File: src/sv/utf8cdw_pkg.sv
// Package for the UTF-8 character display writer.
// Holds beat and config types, code constants, the two-byte symbol table
// and the cursor split tables. No dependencies.
package utf8cdw_pkg;

    // Display geometry
    localparam int DIGITS_PER_DISPLAY = 8;   // 1 .. 16
    localparam int TOTAL_DIGITS       = 32;  // 1 .. 63

    localparam int CURSOR_W = 6;
    localparam int CURSOR_N = 1 << CURSOR_W;

    // Input mode codes
    localparam logic MODE_TEXT   = 1'b0;
    localparam logic MODE_CURSOR = 1'b1;

    // UTF-8 lead bytes that open a table lookup
    localparam logic [7:0] LEAD_LATIN1 = 8'hC2;
    localparam logic [7:0] LEAD_UMLAUT = 8'hC3;
    localparam logic [7:0] LEAD_GREEK  = 8'hCE;

    // Register indexes on the config port
    localparam int CFG_IDX_W = 2;
    localparam logic [CFG_IDX_W-1:0] CFG_ASCII_LIMIT   = 2'd0;
    localparam logic [CFG_IDX_W-1:0] CFG_GLYPH_LIMIT   = 2'd1;
    localparam logic [CFG_IDX_W-1:0] CFG_CHAR_RAM_BASE = 2'd2;
    localparam int CFG_DATA_W = 8;

    // Reset values of the config registers
    localparam logic [7:0] ASCII_LIMIT_RST   = 8'd128;
    localparam logic [7:0] GLYPH_LIMIT_RST   = 8'd144;
    localparam logic [4:0] CHAR_RAM_BASE_RST = 5'd24;

    typedef struct packed {
        logic       mode;
        logic [7:0] byte_in;
        logic [5:0] position;
    } char_beat_t;

    typedef struct packed {
        logic [1:0] display_index;
        logic [4:0] ram_address;
        logic [7:0] char_code;
    } wr_beat_t;

    typedef struct packed {
        logic [7:0] ascii_limit;
        logic [7:0] glyph_limit;
        logic [4:0] char_ram_base;
    } cfg_t;

    // Decode results handed back to the state registers
    typedef struct packed {
        logic                hit;
        logic [7:0]          pending_next;
        logic [CURSOR_W-1:0] cursor_next;
        wr_beat_t            beat;
    } dec_t;

    // Two-byte UTF-8 symbol lookup; zero means no match
    function automatic logic [7:0] lookup_pair(input logic [7:0] lead, input logic [7:0] b);
        logic [7:0] code;
        code = 8'h00;
        case (lead)
            LEAD_LATIN1:
            begin
                case (b)
                    8'hB2:   code = 8'h1D;
                    8'hB5:   code = 8'h0C;
                    8'hA3:   code = 8'h1E;
                    8'hA5:   code = 8'h1F;
                    default: code = 8'h00;
                endcase
            end
            LEAD_UMLAUT:
            begin
                case (b)
                    8'h9F:   code = 8'h06;
                    8'h85:   code = 8'h13;
                    8'hA5:   code = 8'h14;
                    8'h84:   code = 8'h15;
                    8'hA4:   code = 8'h16;
                    8'h96:   code = 8'h17;
                    8'hB6:   code = 8'h18;
                    8'h9C:   code = 8'h19;
                    8'hBC:   code = 8'h1A;
                    default: code = 8'h00;
                endcase
            end
            LEAD_GREEK:
            begin
                case (b)
                    8'hB1:   code = 8'h05;
                    8'hB2:   code = 8'h06;
                    8'hB4:   code = 8'h07;
                    8'h94:   code = 8'h08;
                    8'hB7:   code = 8'h09;
                    8'hB8:   code = 8'h0A;
                    8'hBB:   code = 8'h0B;
                    8'hBC:   code = 8'h0C;
                    8'h80:   code = 8'h0D;
                    8'h83:   code = 8'h0E;
                    8'hA3:   code = 8'h0F;
                    8'h84:   code = 8'h10;
                    8'hA6:   code = 8'h11;
                    8'hA9:   code = 8'h12;
                    8'h93:   code = 8'h1C;
                    default: code = 8'h00;
                endcase
            end
            default: code = 8'h00;
        endcase
        return code;
    endfunction

    // Cursor split into display and digit, built by counting at elaboration
    function automatic logic [CURSOR_N-1:0][CURSOR_W-1:0] split_table(
        input logic [CURSOR_W-1:0] divisor,
        input logic                want_rem
    );
        logic [CURSOR_N-1:0][CURSOR_W-1:0] tab;
        logic [CURSOR_W-1:0] q;
        logic [CURSOR_W-1:0] r;
        q = '0;
        r = '0;
        for (int i = 0; i < CURSOR_N; i++)
        begin
            tab[i] = want_rem ? r : q;
            r = r + 1'b1;
            if (r == divisor)
            begin
                r = '0;
                q = q + 1'b1;
            end
        end
        return tab;
    endfunction

    localparam logic [CURSOR_W-1:0] DPD_W = CURSOR_W'(DIGITS_PER_DISPLAY);
    localparam logic [CURSOR_N-1:0][CURSOR_W-1:0] QUOT_TAB = split_table(DPD_W, 1'b0);
    localparam logic [CURSOR_N-1:0][CURSOR_W-1:0] REM_TAB  = split_table(DPD_W, 1'b1);
    localparam logic [CURSOR_W-1:0] LAST_LIMIT = CURSOR_W'(TOTAL_DIGITS);

endpackage

File: src/sv/utf8cdw_in_stage.sv
// Input register stage for the character channel.
// Holds one beat until the decode stage takes it. Uses utf8cdw_pkg.
module utf8cdw_in_stage (
    input  logic                    clk,
    input  logic                    rst_n,
    input  logic                    char_valid,
    output logic                    char_stall,
    input  utf8cdw_pkg::char_beat_t char_beat,
    input  logic                    sink_free,
    output logic                    held_valid,
    output utf8cdw_pkg::char_beat_t held_beat
);
    import utf8cdw_pkg::*;

    logic       valid_reg;
    logic       valid_next;
    char_beat_t beat_reg;
    logic       accept;
    logic       advance;

    // Stall only while a held beat cannot move on
    assign char_stall = valid_reg && !sink_free;
    assign accept     = char_valid && !char_stall;
    assign advance    = valid_reg && sink_free;

    always_comb
    begin
        if (accept)
            valid_next = 1'b1;
        else if (advance)
            valid_next = 1'b0;
        else
            valid_next = valid_reg;
    end

    always_ff @(posedge clk or negedge rst_n)
    begin
        if (!rst_n)
            valid_reg <= 1'b0;
        else
            valid_reg <= valid_next;
    end

    // Payload, no reset
    always_ff @(posedge clk)
    begin
        if (accept)
            beat_reg <= char_beat;
    end

    assign held_valid = valid_reg;
    assign held_beat  = beat_reg;

endmodule

File: src/sv/utf8cdw_decode.sv
// Combinational decode of one held beat against pending byte and cursor.
// Pass-through test, symbol lookup and cursor update. Uses utf8cdw_pkg.
module utf8cdw_decode (
    input  utf8cdw_pkg::char_beat_t beat,
    input  utf8cdw_pkg::cfg_t       cfg,
    input  logic [7:0]              pending,
    input  logic [5:0]              cursor,
    output utf8cdw_pkg::dec_t       dec
);
    import utf8cdw_pkg::*;

    logic       pass;
    logic [7:0] code;
    logic       in_range;
    logic [CURSOR_W-1:0] quot;
    logic [CURSOR_W-1:0] rem;

    // Pass straight through below the limits, otherwise look up the pair
    assign pass = (beat.byte_in < cfg.ascii_limit)
               || ((pending == 8'h00) && (beat.byte_in < cfg.glyph_limit));
    assign code = pass ? beat.byte_in : lookup_pair(pending, beat.byte_in);

    assign in_range = cursor < LAST_LIMIT;
    assign quot     = QUOT_TAB[cursor];
    assign rem      = REM_TAB[cursor];

    always_comb
    begin
        dec                    = '0;
        dec.beat.display_index = quot[1:0];
        dec.beat.ram_address   = cfg.char_ram_base | rem[4:0];
        dec.beat.char_code     = code;
        case (beat.mode)
            MODE_CURSOR:
            begin
                dec.hit          = 1'b0;
                dec.pending_next = pending;
                dec.cursor_next  = beat.position;
            end
            default:
            begin
                dec.hit          = (code != 8'h00) && in_range;
                dec.pending_next = pass ? 8'h00 : beat.byte_in;
                dec.cursor_next  = dec.hit ? cursor + 1'b1 : cursor;
            end
        endcase
    end

endmodule

File: src/sv/utf8_char_display_writer_top.sv
// Top level of the UTF-8 character display writer.
// Uses utf8cdw_pkg, utf8cdw_in_stage and utf8cdw_decode.
//
//  channel  | direction | handshake              | payload
//  char     | in        | char_valid/char_stall  | char_beat (mode, byte_in, position)
//  wr       | out       | wr_valid/wr_stall      | wr_beat (display_index, ram_address, char_code)
//  cfg      | in        | cfg_en                 | cfg_index, cfg_data
//
// One beat per cycle sustained while wr_stall is low; an accepted beat waits in the input
// register and its result is offered from the result register. The rate is set by the
// single decode pass between the input and result registers. wr_stall holds the result
// register; char_stall rises only while both registers are full and wr_stall is high.
// Reset clears the pending byte and cursor and loads the config reset values.
module utf8_char_display_writer_top (
    input  logic                                clk,
    input  logic                                rst_n,
    input  logic                                char_valid,
    output logic                                char_stall,
    input  utf8cdw_pkg::char_beat_t             char_beat,
    output logic                                wr_valid,
    input  logic                                wr_stall,
    output utf8cdw_pkg::wr_beat_t               wr_beat,
    input  logic                                cfg_en,
    input  logic [utf8cdw_pkg::CFG_IDX_W-1:0]   cfg_index,
    input  logic [utf8cdw_pkg::CFG_DATA_W-1:0]  cfg_data
);
    import utf8cdw_pkg::*;

    cfg_t                cfg_reg;
    logic [7:0]          pending_reg;
    logic [CURSOR_W-1:0] cursor_reg;
    logic                wr_valid_reg;
    logic                wr_valid_next;
    wr_beat_t            wr_beat_reg;
    logic                sink_free;
    logic                held_valid;
    char_beat_t          held_beat;
    logic                advance;
    dec_t                dec;

    assign sink_free = !wr_valid_reg || !wr_stall;
    assign advance   = held_valid && sink_free;

    utf8cdw_in_stage u_in (
        .clk        (clk),
        .rst_n      (rst_n),
        .char_valid (char_valid),
        .char_stall (char_stall),
        .char_beat  (char_beat),
        .sink_free  (sink_free),
        .held_valid (held_valid),
        .held_beat  (held_beat)
    );

    utf8cdw_decode u_dec (
        .beat    (held_beat),
        .cfg     (cfg_reg),
        .pending (pending_reg),
        .cursor  (cursor_reg),
        .dec     (dec)
    );

    // Config registers
    always_ff @(posedge clk or negedge rst_n)
    begin
        if (!rst_n)
        begin
            cfg_reg.ascii_limit   <= ASCII_LIMIT_RST;
            cfg_reg.glyph_limit   <= GLYPH_LIMIT_RST;
            cfg_reg.char_ram_base <= CHAR_RAM_BASE_RST;
        end
        else if (cfg_en)
        begin
            case (cfg_index)
                CFG_ASCII_LIMIT:   cfg_reg.ascii_limit   <= cfg_data;
                CFG_GLYPH_LIMIT:   cfg_reg.glyph_limit   <= cfg_data;
                CFG_CHAR_RAM_BASE: cfg_reg.char_ram_base <= cfg_data[4:0];
                default:           ;
            endcase
        end
    end

    // Pending byte and cursor move when a beat is decoded
    always_ff @(posedge clk or negedge rst_n)
    begin
        if (!rst_n)
        begin
            pending_reg <= 8'h00;
            cursor_reg  <= '0;
        end
        else if (advance)
        begin
            pending_reg <= dec.pending_next;
            cursor_reg  <= dec.cursor_next;
        end
    end

    // Result register valid
    always_comb
    begin
        if (advance)
            wr_valid_next = dec.hit;
        else
            wr_valid_next = wr_valid_reg && wr_stall;
    end

    always_ff @(posedge clk or negedge rst_n)
    begin
        if (!rst_n)
            wr_valid_reg <= 1'b0;
        else
            wr_valid_reg <= wr_valid_next;
    end

    // Result payload, no reset
    always_ff @(posedge clk)
    begin
        if (advance && dec.hit)
            wr_beat_reg <= dec.beat;
    end

    assign wr_valid = wr_valid_reg;
    assign wr_beat  = wr_beat_reg;

endmodule

File: config.mk
export PLATFORM = sky130hd
export DESIGN_NAME = utf8_char_display_writer_top
export DESIGN_NICKNAME = d
export VERILOG_FILES = /design/src/sv/utf8cdw_pkg.sv /design/src/sv/utf8cdw_in_stage.sv /design/src/sv/utf8cdw_decode.sv /design/src/sv/utf8_char_display_writer_top.sv
export SDC_FILE = /design/constraint.sdc
export NUM_CORES = 1
export LEC_CHECK = 0
export ABC_AREA = 1
export BUFFER_PORTS_ARGS = -buffer_cell sky130_fd_sc_hd__clkbuf_2
export CORE_UTILIZATION = 52
export CTS_CLUSTER_DIAMETER = 50
export DETAILED_ROUTE_END_ITERATION = 8
export PLACE_DENSITY = 0.73
export SYNTH_ARGS = -nofsm -noshare
export SYNTH_HDL_FRONTEND = slang
export SYNTH_SLANG_ARGS = --single-unit
File: constraint.sdc
create_clock -name clk -period 2.8 [get_ports clk]
set_input_delay 0.28 -clock clk [delete_from_list [all_inputs] [get_ports clk]]
set_output_delay 0.28 -clock clk [all_outputs]
set_load 0.05 [all_outputs]
==> flow_metrics.env, run 1 <==
export IMPL_timing_final_crit_period_ns=2.50
export IMPL_worst_r2r_cell_count=16
export IMPL_cpMaxStageDelayCell="edfxtp_1"
export IMPL_fin_skew_ns=0.00763
export IMPL_worst_ir_drop_vdd_mv=0.483
export IMPL_port_buffer_count=46
export IMPL_syn_avg_cell_area_sq_um=8.37
export IMPL_totalNegativeSetupSlack_ns=0
export IMPL_gp_congestion=0.919
export IMPL_synth_most_common_cell="nand2_1"
export IMPL_drc=0
export IMPL_max_cap_check_violation_count=0
export IMPL_cts_made_buffers=9
export IMPL_wire_per_inst_um=12.9
export IMPL_synth_area_top_cells="edfxtp_1, dfrtp_1, nand2_1"
export IMPL_regToRegSetupSlack_ns=0.30
export IMPL_worstPathMaxFanout=14
export IMPL_clk_pin_slew_ns=0.07
export IMPL_min_delay_path_class="input pin to asynchronous set/reset pin"
export IMPL_ctsResizeCount=0
export IMPL_slew_headroom_pct=38.3
export IMPL_wl_met1_mm=3.60
export IMPL_layout_nets=535
export IMPL_ys_seq_area_share_pct=50.3
export IMPL_clock_root_buffer="clkbuf_8"
export IMPL_setup_viol_count_final=0
export IMPL_clockBufferDepth=2
export IMPL_grt_usage_pct=23.2
export IMPL_detailedRoute_firstIterationViolations=235
export IMPL_ys_flop_type="dfrtp_1"
export IMPL_via_count_of_the_first_global_routing_pass=2789
export IMPL_post_synth_top_area_fraction_pct=24.7
export IMPL_timing_rr_end="wr_beat[0]$_DFFE_PP_"
export IMPL_largest_register_ffs=21
export IMPL_routed_wl_met3_um=413
export IMPL_postCtsHoldBufs=0
export IMPL_antenna_cells=0
export IMPL_i_o_pins=47
export IMPL_static_leakage_power_nw=2.10
export IMPL_critPathRequiredTime_ns=2.85
export IMPL_antenna_found_initial=0
export IMPL_synth_edf_count=30
export IMPL_asyncSetResetFlopFracSynth_pct=55.2
export IMPL_num_rows=30
export IMPL_syn2layout_area_growth_pct=15.6
export IMPL_timing_critical_path_to_type="flip-flop"
export IMPL_report_final_slew_viol_count=0
export IMPL_worst_setup_path_type="flip-flop to flip-flop"
export IMPL_hold_viol=0
export IMPL_die_area_sq_um=7350
export IMPL_detailed_place_hpwl_mm=5.84
export IMPL_detailroute_wirelength_met2_mm=3.56
export IMPL_path_cells="ha_1 -> nand2_1 -> nand2_1 -> nand2_1 -> nand2_1 -> nand2_1 -> nand3_2 -> nand2_4 -> inv_4 -> nor2_1 -> nor2_2 -> nor2_1 -> nand3_2 -> nand2_4 -> nor2_2 -> buf_4"
export IMPL_outcome="completed"
export IMPL_post_route_period_util_pct=89.3
export IMPL_htreeDepth=3
export IMPL_grt_first_pass_wirelength_mm=13.1
export IMPL_crit_path_start_kind="flip-flop"
export IMPL_num_vias=2928
export IMPL_core_area_sq_um=6790
export IMPL_yosysTopAreaCell="edfxtp_1"
export IMPL_drt_antenna_violating_nets=0
export IMPL_tritoncts="built"
export IMPL_cp_arrival_ns=2.55
export IMPL_synthCells=436
export IMPL_synthesis_area_sq_um=3650
export IMPL_drive_gt1_share_pct=22.4
export IMPL_rsz0062_at_grt="no"
export IMPL_critical_path_s_largest_stage_delay_ns=0.55
export IMPL_postCtsSetupBuffers=0
export IMPL_regToRegStartpoint="u_in.held_beat[7]$_DFFE_PP_"
export IMPL_die_h_um=85.8
export IMPL_synth_commonest_cells="nand2_1, inv_1, nor2_1, o21ai_0, dfrtp_1"
export IMPL_synth_seq_cells=67
export IMPL_max_slew_worst_pin_slew_ns=0.925
export IMPL_totalWireLength_mm=7.65
export IMPL_maxUsedRoutingLayer="met4"
export IMPL_total_power_mw=3.31
export IMPL_start_util_pct=53.7
export IMPL_syn_num_nets=481
export IMPL_grt_max_degree=38
export IMPL_avgViaCountPerCell=4.95
export IMPL_cpMostUsedCell="nand2_1"
export IMPL_cts_sink_count=67
export IMPL_count_of_cell_types_in_the_netlist=33
export IMPL_overflow=0
export IMPL_synthesis_yosys_warnings=0
export IMPL_p_per_area_nw_per_um2=785
export IMPL_drt_pass1_iterations=6
export IMPL_die_w_um=85.8
export IMPL_worstSkewPairLatency_ns=0.34
export IMPL_maxClockFrequency_mhz=400
## worst max-delay path, delay by kind of cell, from the launching register on
family	cells	cell delay, ns
fa+ha+maj	1	0.34
buf+inv	2	0.34
flops	1	0.55
simple gates	13	0.97
## per-layer routing
layer  up-vias  global-route usage [%]
met2        94                    36.3
li1       1513                       -
met3        11                    5.68
met1      1310                    32.5
met4         0                    6.21
met5         -                       0
## cell families after synthesis
family / share of synthesized area [%]
xor+xnor: 0.961
compound gates: 7.75
buf+inv: 6.86
flops: 50.3
fa+ha+maj: 5.15
simple gates: 29.0
## through the flow
step / util (%) / hold slack (ns) / instance area [sq um] / setup slack (ns) / std cells
2_1_floorplan: - / -0.0156 / 3650 / 0.209 / 436
3_3_place_gp: 58.7 / 0.457 / 3990 / 0.381 / 575
3_5_place_dp: 58.7 / 0.459 / 3990 / 0.337 / 575
4_1_cts: 62.0 / 0.0853 / 4220 / 0.302 / 591
5_1_grt: 62.0 / 0.0998 / 4220 / 0.0746 / 591
6_report: 62.0 / 0.0568 / 4220 / 0.300 / 591
## layout by cell type (no fill, tap or decap), types with 7 or more instances in the layout
cell / n
nor2_1: 37
nand3_1: 31
ha_1: 15
nor2_2: 9
a21oi_1: 10
nand2_2: 11
clkbuf_8: 10
clkbuf_2: 46
inv_2: 7
o21ai_0: 37
edfxtp_1: 30
nand2_1: 128
inv_1: 47
dfrtp_1: 32
## worst max path at each step
stage | from | end | slack (ns) | cells after the start
2_1_floorplan | cfg_reg[12]$_DFFE_PN1P_ | wr_beat[0]$_DFFE_PP_ | 0.21 | 13
3_5_place_dp | u_in.held_beat[7]$_DFFE_PP_ | wr_beat[0]$_DFFE_PP_ | 0.34 | 16
4_1_cts | u_in.held_beat[7]$_DFFE_PP_ | wr_beat[0]$_DFFE_PP_ | 0.30 | 16
3_3_place_gp | u_in.held_beat[12]$_DFFE_PP_ | wr_beat[6]$_DFFE_PP_ | 0.38 | 16
6_report | u_in.held_beat[7]$_DFFE_PP_ | wr_beat[0]$_DFFE_PP_ | 0.30 | 16
5_1_grt | u_in.held_beat[8]$_DFFE_PP_ | wr_beat[0]$_DFFE_PP_ | 0.07 | 16
## final cells by class
class | instances | area [sq um]
fillers | 608 | 2580
flip-flops and latches | 67 | 1830
multi-input cells | 307 | 1570
repair buffers | 50 | 260
inverters | 55 | 209
clock buffers | 10 | 138
well taps | 96 | 120
clock inverters | 6 | 88.8
## report_power, final
| part | leakage, nW | total, mW | switching [mW] | internal, mW |
|---|---|---|---|---|
| clock network | 0.108 | 0.890 | 0.365 | 0.525 |
| logic | 1.24 | 0.987 | 0.675 | 0.312 |
| registers | 0.743 | 1.43 | 0.157 | 1.28 |
Power figures use the tool's default switching activity.
==> run 2: changes to the inputs <==
--- a/config.mk
+++ b/config.mk
@@ -7,10 +7,11 @@
 export LEC_CHECK = 0
 export ABC_AREA = 1
 export BUFFER_PORTS_ARGS = -buffer_cell sky130_fd_sc_hd__clkbuf_2
-export CORE_UTILIZATION = 52
+export CORE_UTILIZATION = 53
 export CTS_CLUSTER_DIAMETER = 50
 export DETAILED_ROUTE_END_ITERATION = 8
-export PLACE_DENSITY = 0.73
+export PLACE_DENSITY = 0.74
 export SYNTH_ARGS = -nofsm -noshare
 export SYNTH_HDL_FRONTEND = slang
+export SYNTH_HIERARCHICAL = 1
 export SYNTH_SLANG_ARGS = --single-unit
==> run 2 against run 1 <==
- first-iteration DRC count shrank 0.85%
- critical path type unchanged
- non-clock buffer count grew 18
- via count rose by 19%
- cell count rose by 12%
==> flow_metrics.env, run 2 <==
export IMPL_outcome="completed"
export IMPL_crit_start="cfg_reg[20]$_DFFE_PN1P_"
export IMPL_count_of_cell_types_in_the_netlist=33
export IMPL_post_route_period_util_pct=96.0
export IMPL_drt_antenna_violating_nets=0
export IMPL_cpMostUsedCell="nand2_4"
export IMPL_asyncSetResetFlopFracSynth_pct=55.2
export IMPL_slew_headroom_pct=37.4
export IMPL_power_internal_mw=1.93
export IMPL_syn2layout_area_growth_pct=16.0
export IMPL_stdcell_area_sq_um=4540
export IMPL_post_synth_top_area_fraction_pct=23.0
export IMPL_ys_seq_area_share_pct=46.8
export IMPL_grt_max_degree=38
export IMPL_via_count_of_the_first_global_routing_pass=3157
export IMPL_avgViaCountPerCell=5.28
export IMPL_synthesis_yosys_warnings=6
export IMPL_die_w_um=88.0
export IMPL_min_delay_path_class="input pin to asynchronous set/reset pin"
export IMPL_report_final_slew_viol_count=0
export IMPL_synth_seq_cells=67
export IMPL_p_per_area_nw_per_um2=674
export IMPL_port_buffer_count=46
export IMPL_synth_area_top_cells="edfxtp_1, dfrtp_1, nand2_1"
export IMPL_static_leakage_power_nw=2.33
export IMPL_start_util_pct=56.1
export IMPL_gp_congestion=0.883
export IMPL_core_area_sq_um=6980
export IMPL_yosysTopAreaCell="edfxtp_1"
export IMPL_detailedRoute_firstIterationViolations=233
export IMPL_fin_skew_ns=0.0101
export IMPL_timing_critical_path_to_type="flip-flop"
export IMPL_antenna_cells=0
export IMPL_regToRegSetupSlack_ns=0.11
export IMPL_syn_avg_cell_area_sq_um=7.88
export IMPL_critical_path_s_largest_stage_delay_ns=0.53
export IMPL_synthCells=497
export IMPL_clockBufferDepth=2
export IMPL_critPathRequiredTime_ns=2.86
export IMPL_synthesis_area_sq_um=3920
export IMPL_tritoncts="built"
export IMPL_hold_viol=0
export IMPL_postCtsHoldBufs=0
export IMPL_drt_pass1_iterations=5
export IMPL_clock_root_buffer="clkbuf_8"
export IMPL_grt_usage_pct=24.6
export IMPL_overflow=0
export IMPL_setup_viol_count_final=0
export IMPL_cts_sink_count=67
export IMPL_final_cell_mix="nand2_1, nand3_1, clkbuf_2"
export IMPL_antenna_found_initial=0
export IMPL_syn_num_nets=542
export IMPL_regToRegStartpoint="cfg_reg[20]$_DFFE_PN1P_"
export IMPL_die_area_sq_um=7740
export IMPL_i_o_pins=47
export IMPL_grt_first_pass_wirelength_mm=14.5
export IMPL_synth_edf_count=30
export IMPL_synth_most_common_cell="nand2_1"
export IMPL_die_h_um=88.0
export IMPL_cts_made_buffers=9
export IMPL_timing_rr_end="wr_beat[9]$_DFFE_PP_"
export IMPL_layout_nets=605
export IMPL_power_frac_clock_pct=22.5
export IMPL_dpl_cell_area_sq_um=4240
export IMPL_maxClockFrequency_mhz=372
export IMPL_wire_per_inst_um=13.5
export IMPL_drive_gt1_share_pct=23.9
export IMPL_worst_r2r_cell_count=17
export IMPL_p_comb_share_pct=33.2
export IMPL_clk_pin_slew_ns=0.07
export IMPL_ys_flop_type="dfrtp_1"
export IMPL_power_switching_fraction_pct=36.9
export IMPL_synth_commonest_cells="nand2_1, nand3_1, inv_1, dfrtp_1, edfxtp_1"
export IMPL_layout_cells_most_common="nand2_1"
export IMPL_path_cells="inv_1 -> ha_1 -> inv_1 -> o31a_1 -> nand2_2 -> nand2_4 -> buf_12 -> inv_2 -> nand2_1 -> nand3_1 -> nor2_2 -> nand2_4 -> nand2_4 -> nor2_2 -> inv_2 -> nor2_4 -> buf_6"
export IMPL_detailed_place_hpwl_mm=6.50
export IMPL_max_cap_check_violation_count=0
export IMPL_max_slew_worst_pin_slew_ns=0.938
export IMPL_worstSkewPairLatency_ns=0.34
export IMPL_htreeDepth=3
export IMPL_timing_final_crit_period_ns=2.69
export IMPL_cpMaxStageDelayCell="dfstp_2"
export IMPL_final_hold_worst_slack_ns=0.0674
export IMPL_num_rows=30
export IMPL_largest_register_ffs=21
export IMPL_drc=0
export IMPL_num_vias=3486
export IMPL_cp_arrival_ns=2.75
export IMPL_worstPathMaxFanout=6
export IMPL_worst_setup_path_type="flip-flop to flip-flop"
export IMPL_totalWireLength_mm=8.89
export IMPL_worst_ir_drop_vdd_mv=0.386
export IMPL_pwr_share_seq_pct=44.3
export IMPL_crit_path_start_kind="flip-flop"
export IMPL_power_net_switching_mw=1.13
export IMPL_fill_cells=620
run 2: cell count changes after synthesis, moves of 5 or more:
cell | before | now
nand4_1 | 3 | 15
buf_2 | 0 | 7
nand2_1 | 128 | 177
o21ai_0 | 37 | 13
nand3_1 | 31 | 52
nor3_1 | 1 | 7
buf_4 | 2 | 7
nor2_1 | 38 | 27
run 2: worst max path at each step:
| stage | endpoint |
|---|---|
| global placement | wr_beat[0]$_DFFE_PP_ |
| CTS | wr_beat[4]$_DFFE_PP_ |
| global route | wr_beat[5]$_DFFE_PP_ |
| finish | wr_beat[9]$_DFFE_PP_ |
| floorplan | wr_beat[0]$_DFFE_PP_ |
| detailed placement | wr_beat[4]$_DFFE_PP_ |
run 2: repair_timing:
action / CTS / global route
gates resized for setup: 0 / 14
cloned: 0 / 1
setup buffers: 1 / 10
pin swaps: 0 / 3
endpoints found under the setup margin: 10 / 20
run 2: layout make-up:
type / instances / area (sq um) / share of cell area (%)
multi-input cells: 357 / 1790 / 39.4
repair buffers: 68 / 419 / 9.22
clock buffers: 10 / 138 / 3.03
inverters: 57 / 214 / 4.71
flip-flops and latches: 67 / 1830 / 40.3
well taps: 96 / 120 / 2.64
clock inverters: 5 / 28.8 / 0.633
run 2: power by group through the flow:
stage	clock [mW]	sequential, mW	combinational [mW]
after global routing	0.756	1.38	1.13
final	0.689	1.36	1.02
after global placement	0	1.37	0.863
after floorplan	0	1.44	0.611
after detailed placement	0	1.37	0.887
after CTS	0.706	1.35	0.894
run 2: cells by family after synthesis:
family | Yosys count | synth area share (%)
AOI/OAI and AO/OA | 33 | 4.73
adders and majority gates | 15 | 4.79
buffers and inverters | 73 | 8.08
DFF | 67 | 46.8
and+or+nand+nor | 309 | 35.6
run 2: critical path: cells and delay by family, from the launching register on:
family                   cells  cell delay (ns)
buffers and inverters        6             0.55
AND/OR/NAND/NOR              9             0.76
adder cells (fa/ha/maj)      1             0.28
flip-flops                   1             0.53
AO/OA/AOI/OAI                1             0.29
run 2: metal layers:
layer	share of wire (%)	global-route usage (%)
met5	0	0
met4	1.7	7.15
met3	4.7	6.22
met2	48	39.3
met1	46	33.1
run 2: through the flow:
step                      TNS (ns)  total power, mW  util [%]  std cells  worst slack, ns
after detailed placement         0             2.26      60.8        633           0.0133
final                            0             3.06      65.1        660            0.112
after CTS                        0             2.96      63.2        649           0.0102
after global placement           0             2.23      60.8        633            0.113
after global routing       -0.0985             3.26      65.1        660         -0.00934
after floorplan                  0             2.05         -        497           0.0445
